## src/hw/rtl/dd_pkg.sv

```systemverilog
// shared types, constants and calendar tables for the date difference block
`default_nettype none

package dd_pkg;

  localparam int YEAR_W  = 14;
  localparam int MON_W   = 4;
  localparam int DAY_W   = 5;
  localparam int DAYS_W  = 22;
  // day number of any 14-bit year fits in 23 bits
  localparam int DN_W    = 23;
  localparam int MOFF_W  = 9;
  localparam int MP_W    = 5;

  localparam int unsigned MAX_YEAR_DEF = 9999;

  localparam logic [DAYS_W-1:0] DAYS_MAX = {DAYS_W{1'b1}};

  // floor(x/100) = (x * 5243) >> 19, exact for all 14-bit x
  localparam int RECIP_W     = 13;
  localparam logic [RECIP_W-1:0] RECIP_100 = 13'd5243;
  localparam int RECIP_SHIFT = 19;
  localparam int PROD_W      = YEAR_W + RECIP_W;
  localparam int Q_W         = PROD_W - RECIP_SHIFT;

  localparam logic [MON_W-1:0] MON_JAN = 4'd1;
  localparam logic [MON_W-1:0] MON_FEB = 4'd2;
  localparam logic [MON_W-1:0] MON_DEC = 4'd12;

  // register stages from accepted beat to result strobe
  localparam int PIPE_LAT = 4;

  typedef struct packed {
    logic [YEAR_W-1:0] year_a;
    logic [MON_W-1:0]  month_a;
    logic [DAY_W-1:0]  day_a;
    logic [YEAR_W-1:0] year_b;
    logic [MON_W-1:0]  month_b;
    logic [DAY_W-1:0]  day_b;
  } in_t;

  typedef struct packed {
    logic [DAYS_W-1:0] days_between;
    logic              bad_date;
  } out_t;

  typedef struct packed {
    logic [DN_W-1:0] dn;
    logic            ok;
  } daynum_t;

  function automatic logic [DAY_W-1:0] month_len(input logic [MON_W-1:0] m,
                                                 input logic leap);
    logic [DAY_W-1:0] len;
    case (m)
      4'd1, 4'd3, 4'd5, 4'd7, 4'd8, 4'd10, 4'd12: len = 5'd31;
      4'd4, 4'd6, 4'd9, 4'd11:                    len = 5'd30;
      4'd2:                                       len = leap ? 5'd29 : 5'd28;
      default:                                    len = 5'd0;
    endcase
    return len;
  endfunction

  // days before the shifted month, year starting in march: (153*mp+2)/5
  function automatic logic [MOFF_W-1:0] month_offset(input logic [MP_W-1:0] mp);
    logic [MOFF_W-1:0] off;
    case (mp)
      5'd0:    off = 9'd0;
      5'd1:    off = 9'd31;
      5'd2:    off = 9'd61;
      5'd3:    off = 9'd92;
      5'd4:    off = 9'd122;
      5'd5:    off = 9'd153;
      5'd6:    off = 9'd184;
      5'd7:    off = 9'd214;
      5'd8:    off = 9'd245;
      5'd9:    off = 9'd275;
      5'd10:   off = 9'd306;
      5'd11:   off = 9'd337;
      default: off = 9'd0;
    endcase
    return off;
  endfunction

endpackage

`default_nettype wire

```

## src/hw/rtl/dd_daynum.sv

```systemverilog
// three-stage pipeline turning one date into a day number and a validity flag
`default_nettype none

module dd_daynum #(
  parameter int unsigned MAX_YEAR = dd_pkg::MAX_YEAR_DEF
) (
  input  wire logic                       clk,
  input  wire logic [dd_pkg::YEAR_W-1:0]  year,
  input  wire logic [dd_pkg::MON_W-1:0]   month,
  input  wire logic [dd_pkg::DAY_W-1:0]   day,
  output dd_pkg::daynum_t                 result
);

  localparam int YW = dd_pkg::YEAR_W;
  localparam int DW = dd_pkg::DN_W;
  localparam int PW = dd_pkg::PROD_W;
  localparam int QW = dd_pkg::Q_W;
  localparam int MW = dd_pkg::MOFF_W;

  // stage a: reciprocal products and range checks
  logic [YW-1:0]             yy;
  logic [dd_pkg::MP_W-1:0]   mp;
  logic [PW-1:0]             prod_y_nxt, prod_yy_nxt;
  logic                      yok_nxt, mok_nxt;

  logic [PW-1:0]             prod_y_r, prod_yy_r;
  logic [YW-1:0]             y_r, yy_r;
  logic [dd_pkg::MP_W-1:0]   mp_r;
  logic [dd_pkg::MON_W-1:0]  m_r;
  logic [dd_pkg::DAY_W-1:0]  d_r;
  logic                      yok_r, mok_r;

  always_comb begin
    // january and february count as months of the previous year
    yy = (month <= dd_pkg::MON_FEB) ? YW'(year - YW'(1)) : year;
    mp = (month > dd_pkg::MON_FEB) ? dd_pkg::MP_W'(month) - 5'd3
                                    : dd_pkg::MP_W'(month) + 5'd9;
    prod_y_nxt  = PW'(year) * PW'(dd_pkg::RECIP_100);
    prod_yy_nxt = PW'(yy) * PW'(dd_pkg::RECIP_100);
    yok_nxt = (year != '0) && (32'(year) <= 32'(MAX_YEAR));
    mok_nxt = (month >= dd_pkg::MON_JAN) && (month <= dd_pkg::MON_DEC);
  end

  always_ff @(posedge clk) begin
    prod_y_r  <= prod_y_nxt;
    prod_yy_r <= prod_yy_nxt;
    y_r       <= year;
    yy_r      <= yy;
    mp_r      <= mp;
    m_r       <= month;
    d_r       <= day;
    yok_r     <= yok_nxt;
    mok_r     <= mok_nxt;
  end

  // stage b: leap year, day check, year part and month part of the day number
  logic [QW-1:0]             q_y, q_yy;
  logic [YW-1:0]             r_y;
  logic                      leap;
  logic [dd_pkg::DAY_W-1:0]  lim;
  logic                      ok_b_nxt;
  logic [DW-1:0]             base_nxt;
  logic [MW-1:0]             moff_nxt;

  logic                      ok_b_r;
  logic [DW-1:0]             base_r;
  logic [MW-1:0]             moff_r;

  always_comb begin
    q_y  = prod_y_r[PW-1:dd_pkg::RECIP_SHIFT];
    q_yy = prod_yy_r[PW-1:dd_pkg::RECIP_SHIFT];
    r_y  = YW'(y_r - YW'(q_y) * YW'(100));
    leap = ((r_y == '0) && (q_y[1:0] == 2'b00)) ||
           ((r_y != '0) && (y_r[1:0] == 2'b00));
    lim  = dd_pkg::month_len(m_r, leap);
    ok_b_nxt = yok_r && mok_r && (d_r != '0) && (d_r <= lim);
    base_nxt = DW'(yy_r) * DW'(365) + DW'(yy_r >> 2) - DW'(q_yy) + DW'(q_yy >> 2);
    moff_nxt = dd_pkg::month_offset(mp_r) + MW'(d_r) - MW'(1);
  end

  always_ff @(posedge clk) begin
    ok_b_r <= ok_b_nxt;
    base_r <= base_nxt;
    moff_r <= moff_nxt;
  end

  // stage c: final sum
  logic [DW-1:0] dn_r;
  logic          ok_c_r;

  always_ff @(posedge clk) begin
    dn_r   <= base_r + DW'(moff_r);
    ok_c_r <= ok_b_r;
  end

  assign result = '{dn: dn_r, ok: ok_c_r};

endmodule

`default_nettype wire

```

## src/hw/rtl/dd_absdiff.sv

```systemverilog
// final stage: absolute difference of two day numbers with saturation and error zeroing
`default_nettype none

module dd_absdiff (
  input  wire logic            clk,
  input  wire dd_pkg::daynum_t a,
  input  wire dd_pkg::daynum_t b,
  output dd_pkg::out_t         result
);

  localparam int DW = dd_pkg::DN_W;

  logic [DW-1:0]   diff;
  dd_pkg::out_t    result_nxt;
  dd_pkg::out_t    result_r;

  always_comb begin
    diff = (a.dn >= b.dn) ? DW'(a.dn - b.dn) : DW'(b.dn - a.dn);
    result_nxt.bad_date = !(a.ok && b.ok);
    if (result_nxt.bad_date) begin
      result_nxt.days_between = '0;
    end else if (diff > DW'(dd_pkg::DAYS_MAX)) begin
      result_nxt.days_between = dd_pkg::DAYS_MAX;
    end else begin
      result_nxt.days_between = diff[dd_pkg::DAYS_W-1:0];
    end
  end

  always_ff @(posedge clk) begin
    result_r <= result_nxt;
  end

  assign result = result_r;

endmodule

`default_nettype wire

```

## src/hw/rtl/date_difference_days_top.sv

```systemverilog
// top level: gregorian date difference in days, four-stage pipeline
`default_nettype none

// Takes one pair of dates per clock: a beat is accepted whenever start is high,
// since busy is held low at all times. Each accepted beat yields exactly one
// result, shown for one cycle with out_valid high; the receiver must take it
// then. The pipeline holds a reciprocal multiply stage, a leap-year and
// day-number stage, a summing stage and a difference stage. Results leave in
// the order the beats came in. A month or day out of range, or a year of zero
// or above MAX_YEAR, gives bad_date high with a zero day count; a difference
// too wide for 22 bits saturates.
module date_difference_days_top #(
  parameter int unsigned MAX_YEAR = dd_pkg::MAX_YEAR_DEF
) (
  input  wire logic        clk,
  input  wire logic        rst_n,
  input  wire logic        start,
  output logic             busy,
  input  wire dd_pkg::in_t in_data,
  output logic             out_valid,
  output dd_pkg::out_t     out_data
);

  localparam int LAT = dd_pkg::PIPE_LAT;

  logic           accept;
  logic [LAT-1:0] vld_r;
  logic [LAT-1:0] vld_nxt;

  dd_pkg::daynum_t dn_a, dn_b;

  assign busy   = 1'b0;
  assign accept = start && !busy;

  // valid bits ride alongside the data stages
  assign vld_nxt = {vld_r[LAT-2:0], accept};

  always_ff @(posedge clk) begin
    if (!rst_n) begin
      vld_r <= '0;
    end else begin
      vld_r <= vld_nxt;
    end
  end

  dd_daynum #(.MAX_YEAR(MAX_YEAR)) u_daynum_a (
    .clk    (clk),
    .year   (in_data.year_a),
    .month  (in_data.month_a),
    .day    (in_data.day_a),
    .result (dn_a)
  );

  dd_daynum #(.MAX_YEAR(MAX_YEAR)) u_daynum_b (
    .clk    (clk),
    .year   (in_data.year_b),
    .month  (in_data.month_b),
    .day    (in_data.day_b),
    .result (dn_b)
  );

  dd_absdiff u_absdiff (
    .clk    (clk),
    .a      (dn_a),
    .b      (dn_b),
    .result (out_data)
  );

  assign out_valid = vld_r[LAT-1];

  a_bad_zero: assert property (@(posedge clk) disable iff (!rst_n)
    out_valid && out_data.bad_date |-> out_data.days_between == '0)
    else $error("bad date result carries a nonzero count");

  a_latency: assert property (@(posedge clk) disable iff (!rst_n)
    accept |-> ##LAT out_valid)
    else $error("accepted beat did not produce a result on time");

  a_no_spurious: assert property (@(posedge clk) disable iff (!rst_n)
    out_valid |-> $past(accept, LAT))
    else $error("result strobe without a matching accepted beat");

  a_reset_quiet: assert property (@(posedge clk)
    !rst_n |=> !out_valid)
    else $error("result strobe right after reset");

endmodule

`default_nettype wire

```

## config.mk

```make
export PLATFORM = sky130hd
export DESIGN_NAME = date_difference_days_top
export DESIGN_NICKNAME = d
export VERILOG_FILES = /design/src/hw/rtl/dd_pkg.sv /design/src/hw/rtl/dd_daynum.sv /design/src/hw/rtl/dd_absdiff.sv /design/src/hw/rtl/date_difference_days_top.sv
export SDC_FILE = /design/constraint.sdc
export NUM_CORES = 2
export LEC_CHECK = 0
export BUFFER_PORTS_ARGS = -buffer_cell sky130_fd_sc_hd__buf_2
export CAP_MARGIN = 20
export CORE_ASPECT_RATIO = 0.6
export CORE_MARGIN = 5
export CORE_UTILIZATION = 27
export DETAILED_ROUTE_END_ITERATION = 10
export GPL_ROUTABILITY_DRIVEN = 0
export SLEW_MARGIN = 20
export SYNTH_ARGS = -nofsm -noshare
export SYNTH_HDL_FRONTEND = slang
export SYNTH_SLANG_ARGS = --single-unit
```

## constraint.sdc

```tcl
create_clock -name clk -period 6.6 [get_ports clk]
set_clock_uncertainty 0.05 [all_clocks]
set_input_delay 0.33 -clock clk [delete_from_list [all_inputs] [get_ports clk]]
set_output_delay 0.33 -clock clk [all_outputs]
set_load 0.02 [all_outputs]
```

* Word-level counts from Yosys, hierarchy flattened
Memories as Yosys holds them, arrays and structs flattened. A register that Yosys moved wholly into a read port is not among the register bits.
Cells that the tools add are included.
** Operators by class
- Add/subtract/negate cells :: 22
- Multiply operators :: 8
- $lt $le $gt $ge :: 14
- Equal/unequal tests :: 24
- Multiplexer cells :: 12
- Reductions and logical operators :: 34
** Operator list (number)
- multiplier 14 x 13 -> 27 bit (second input constant) :: 4
- nonzero test 14 bit :: 4
- adder 23 x 12 -> 23 bit :: 2
- adder 23 x 6 -> 23 bit :: 2
- adder 23 x 9 -> 23 bit :: 2
- multiplier 14 x 9 -> 23 bit (second input constant) :: 2
- subtractor 23 bit :: 2
- subtractor 23 x 8 -> 23 bit :: 2
- equality test 4 bit (second input constant) :: 10
- equality test 4 x 3 -> 1 bit (second input constant) :: 8
- case mux 5 bit (3 select lines) :: 2
- less-or-equal comparator 14 bit (second input constant) :: 2
- zero test 14 bit :: 2
- 2-to-1 mux 14 bit :: 2
- subtractor 14 x 1 -> 14 bit (second input constant) :: 2
- subtractor 14 bit :: 2
- multiplier 8 x 5 -> 12 bit (second input constant) :: 2
- greater-or-equal comparator 23 bit :: 1
- greater-than comparator 23 x 22 -> 1 bit (second input constant) :: 1
- 2-to-1 mux 23 bit :: 1
- 2-to-1 mux 22 bit :: 1
- adder 9 x 5 -> 9 bit :: 2
- 2-to-1 mux 9 bit :: 2
- subtractor 9 x 1 -> 9 bit (second input constant) :: 2
- other kinds (18) :: 52
** Storage, ports and cells
- Bits in registers :: 337
- ROM bits :: 288
- Input bits :: 49
- Output and inout bits :: 25
- Logic and storage cells :: 147
- Memories :: 2
** Memory list
- (no name shown) :: depth 16, width 9, rd ports 1, clocked after Yosys merged registers in 1, wr ports 0, line dd_pkg.sv:67 : case (mp)
- (no name shown) :: depth 16, width 9, rd ports 1, clocked after Yosys merged registers in 1, wr ports 0, line dd_pkg.sv:67

* Longest topological paths before layout
- Word-level depth :: 9
- Gate-level depth with buffers :: 32
- Gate-level depth less buffers :: 32

* Cells and area by module
From an unflattened synthesis, not the netlist that was laid out.
** Second synthesis, totals
- Cells, all modules :: 3670
- Area, all modules :: 35098.7 µm²
** By module, submodules not included
- dd_daynum at u_daynum_a :: times used 1, cells an instance 1646, area an instance 16114.2 µm², seq. area each 2442.3 µm²
- dd_daynum at u_daynum_b :: times used 1, cells an instance 1590, area an instance 15766.4 µm², seq. area each 2442.3 µm²
- dd_absdiff :: times used 1, cells an instance 424, area an instance 3101.7 µm², seq. area each 460.4 µm²
- date_difference_days_top :: times used 1, cells an instance 10, area an instance 116.4 µm², seq. area each 80.1 µm²

* Worst setup path before layout
No wires, ideal clock.
- Kind :: input to register
- Start :: in in_data[28] (netlist name)
- End :: reg u_daynum_a.prod_yy_r[25]
- Library setup time :: 95 ps
- Data arrival time :: 6591 ps
- Data required time :: 6455 ps
- Path slack :: -136 ps
- Stages on the path :: 27
- Path buffers :: 2
- Cell sequence :: clkbuf_1 -> and2_1 -> clkbuf_1 -> nor3_1 -> inv_1 -> a21oi_1 -> and3_1 -> and2_1 -> o21ai_0 -> inv_1 -> nand2_1 -> xnor2_1 -> inv_1 -> fa_1 -> inv_1 -> ha_1 -> fa_1 -> fa_1 -> fa_1 -> ha_1 -> nand3_1 -> a2111oi_0 -> a31oi_1 -> a21oi_1 -> and2_1 -> o21ai_0 -> a221oi_1
** On the way
- Word-level cells in the longest chain between the ends :: 3
** Ends and longest elaborated chain
- from (decl) :: line date_difference_days_top.sv:19 : input wire dd_pkg::in_t in_data,
- less-or-equal comparator 4 x 2 -> 1 bit :: line dd_daynum.sv:35 : yy = (month <= dd_pkg::MON_FEB) ? YW'(year - YW'(1)) : year;
- 2-to-1 mux 14 bit :: line dd_daynum.sv:35
- named net u_daynum_a.yy[13] :: line dd_daynum.sv:21 : logic [YW-1:0] yy;
- multiplier 14 x 13 -> 27 bit :: line dd_daynum.sv:39 : prod_yy_nxt = PW'(yy) * PW'(dd_pkg::RECIP_100);
- named net u_daynum_a.prod_yy_nxt[25] :: line dd_daynum.sv:23 : logic [PW-1:0] prod_y_nxt, prod_yy_nxt;
- to (signal assigned) :: line dd_daynum.sv:46 : prod_yy_r <= prod_yy_nxt;
- to (decl) :: line dd_daynum.sv:26 : logic [PW-1:0] prod_y_r, prod_yy_r;
The timed path passes the listed nets, and every way through them passes these cells.
A chain may end at the register's enable or synchronous reset.

* Final worst setup path
- Start :: in in_data[32] (netlist name)
- End :: reg u_daynum_a.prod_yy_r[25]
** On the way
- Word-level cells in the longest chain between the ends :: 3
** Ends and longest elaborated chain (line)
- subtractor 14 x 1 -> 14 bit :: dd_daynum.sv:35
- 2-to-1 mux 14 bit :: dd_daynum.sv:35
- named net u_daynum_a.yy[12] :: dd_daynum.sv:21
- multiplier 14 x 13 -> 27 bit :: dd_daynum.sv:39
- named net u_daynum_a.prod_yy_nxt[25] :: dd_daynum.sv:23
The timed path passes the listed nets, and every way through them passes these cells.

==> results.json <==
{
  "ys_warn_count": 0,
  "vias": 23200,
  "reg2regPathDepth": 19,
  "clk_pin_slew_ns": 0.06,
  "synthTopCellsByCount": "inv_1, ha_1, fa_1, dfxtp_1, a21oi_1",
  "dpl.hpwl_mm": 70.2,
  "track_usage": 0.121,
  "max_slew.worst_pin.slew_ns": 0.934,
  "critical_path_arrival_ns": 6.66,
  "fillers": 13000,
  "run_status": "completed",
  "root_buffer": "clkbuf_16",
  "crit_end": "u_daynum_a.prod_yy_r[25]",
  "clock_path_buffers": 3,
  "drt-initial-drc-count": 1511,
  "grt_overflow": 0,
  "crit_start": "in_data[32]",
  "synthFlopType": "dfxtp_1",
  "clk_latency_ns": 0.57,
  "nNetsFinal": 4982,
  "finalHoldWorstSlack_ns": 0.0506,
  "r2r-start": "u_daynum_a.yy_r[5]",
  "grt_pass1_vias": 23700,
  "initial_core_util": 0.272,
  "grt_start_max_net_pins": 36,
  "syn-num-nets": 4800,
  "netlist.area_leader.share": 0.283,
  "busiest_layer": "met1",
  "final_core_util": 0.308,
  "dp_cells": 5356,
  "cts_max_level": 2,
  "syn_area_mm2": 0.0344,
  "fp.dieW_um": 471,
  "fmax_mhz": 160,
  "diodes": 0,
  "wl_mm": 80.4,
  "finalHoldViolCount": 0,
  "grt_pass1_wl_mm": 133,
  "cp_max_fo": 7,
  "max-cap-violations": 0,
  "antenna_found_initial": 0,
  "die_area_mm2": 0.135,
  "ys_ff_latch": 271,
  "rrSetupSlack_ns": 0.73,
  "synthTopCellsByArea": "ha_1, fa_1, dfxtp_1",
  "synthCells": 3551,
  "core.rowCount": 101,
  "use_met3": 0.0245,
  "drive_gt1_frac": 0.0662,
  "core_area_mm2": 0.126,
  "synth.distinct_cells": 78,
  "startpoint_type": "input pin",
  "cp.required_ns": 7.00,
  "avgSynthCellArea_um2": 9.68,
  "via_per_inst": 4.26,
  "tns_ns": 0,
  "post_drt_wl_per_cell_um": 14.7,
  "numCtsBuffers": 37,
  "clock_sinks": 271,
  "timing.rr.end": "u_daynum_a.base_r[22]",
  "final_cells": 5460,
  "post-route-min-period_ns": 6.26,
  "critical_path_class": "input pin to flop",
  "io_buffers": 72,
  "synth.most_common_cell": "inv_1",
  "worstHoldStart": "in_data[31]",
  "die_h_um": 286,
  "slew_violations": 0,
  "grtUsageMet2": 0.151,
  "drc": 0,
  "firstDrtPassIters": 5,
  "met1_usage": 0.207,
  "relSlewSlack": 0.374,
  "finalSetupViolations": 0,
  "synthToLayoutAreaGrowth_pct": 13.3,
  "post-route-period-util": 0.949,
  "worstHoldPathType": "input pin to flop",
  "final_antenna_net_count": 0,
  "seq_area_frac_synth": 0.158,
  "synthArstFlopShare": 0,
  "crit_path_end_kind": "flop",
  "cts_tree": "done",
  "synth_area_leader_cell": "ha_1",
  "boundaryPins": 74,
  "synth_edf_count": 0
}
metal layers:
metal  part of all wire  wire [µm]
met5                  0          0
met4              0.012        980
met3              0.061       4870
met2               0.35      27800
met1               0.58      46800
registers in the layout, indices dropped and copies added, names as in the netlist, 13 cells and up, named ones only:
register	cells
u_absdiff.result	23
u_daynum_a.base_r	23
u_daynum_a.dn_r	23
u_daynum_a.y_r	13
u_daynum_a.yy_r	13
u_daynum_b.base_r	23
u_daynum_b.dn_r	23
u_daynum_b.y_r	13
u_daynum_b.yy_r	13
logic make-up after synthesis:
group	after synthesis	synth area share
flops	271	0.158
compound gates	464	0.0857
mux	21	0.00630
xor+xnor	190	0.0490
buf+inv	939	0.104
other cells	1	0.000109
fa+ha+maj	1200	0.529
simple gates	465	0.0680
repair_timing:
item | in CTS | in global routing
hold buffers | 35 | 0
hold endpoints to repair | 39 | 0
resized for setup | 0 | 28
endpoints found under the setup margin | 0 | 10
setup buffers | 0 | 2
worst max-delay path, cell delays in order:
cell and delay [ns]:
dlygate4sd3_1 0.52, buf_2 0.20, inv_1 0.13, ha_1 0.24, o21ai_1 0.16, a21oi_1 0.12
and2_1 0.20, and3_1 0.19, xnor2_1 0.18, inv_1 0.09, ha_1 0.34, fa_1 0.49
fa_1 0.54, inv_1 0.06, fa_1 0.53, inv_1 0.05, fa_1 0.44, ha_1 0.31
a21o_1 0.17, a21o_1 0.17, a21oi_1 0.18, o21ai_2 0.08, a22o_1 0.22, a31oi_4 0.21
a21oi_4 0.09, and2_1 0.19, o21ai_1 0.16, a221oi_2 0.08
worst min-delay path by stage:
stage | end | slack [ns] | cells after the start
2_1_floorplan | u_daynum_a.ok_c_r | 0.26 | 0
3_5_place_dp | u_daynum_a.ok_c_r | 0.33 | 0
6_report | u_daynum_a.m_r[3] | 0.05 | 2
3_3_place_gp | u_daynum_a.ok_c_r | 0.34 | 0
5_1_grt | u_daynum_b.y_r[11] | 0.03 | 2
4_1_cts | u_daynum_b.y_r[1] | 0.002 | 2
metrics by stage:
| step | worst slack, ns | cell area [µm²] |
|---|---|---|
| 6_report | 0.338 | 38900 |
| 5_1_grt | -0.0125 | 38900 |
| 4_1_cts | 0.0148 | 38800 |
| 3_5_place_dp | -0.160 | 37200 |
| 3_3_place_gp | 0.0445 | 37200 |
| 2_1_floorplan | 0.00657 | 34400 |
final cells by class:
class                   count  area [µm²]  share of cell area
clock buffers              45        1010              0.0259
clock inverters            22         263             0.00675
inverters                 908        3410              0.0875
multi-input cells        2341       25500               0.655
flip-flops and latches    271        5430               0.139
well taps                1699        2130              0.0546
repair buffers            174        1220              0.0312
layout by cell type, fill, tap and decap left out, drive strengths merged, types with 19 or more instances in the layout:
cell	Yosys	routed
clkbuf	13	46
a31oi	19	19
and3	23	23
nor2b	27	27
nand2	104	104
nor3	51	51
dlygate4sd3	0	35
o21a	27	27
nand3	43	43
inv	908	910
dfxtp	271	271
o21bai	23	23
buf	18	138
ha	778	778
nand2b	34	34
a21oi	171	171
xnor2	142	142
nor2	101	101
xor2	47	47
and2	22	22
o21ai	88	88
fa	422	422
a21o	39	39
Power is not shown: default switching activity piles up to over one toggle a cycle in this logic, so the estimate is an artifact.
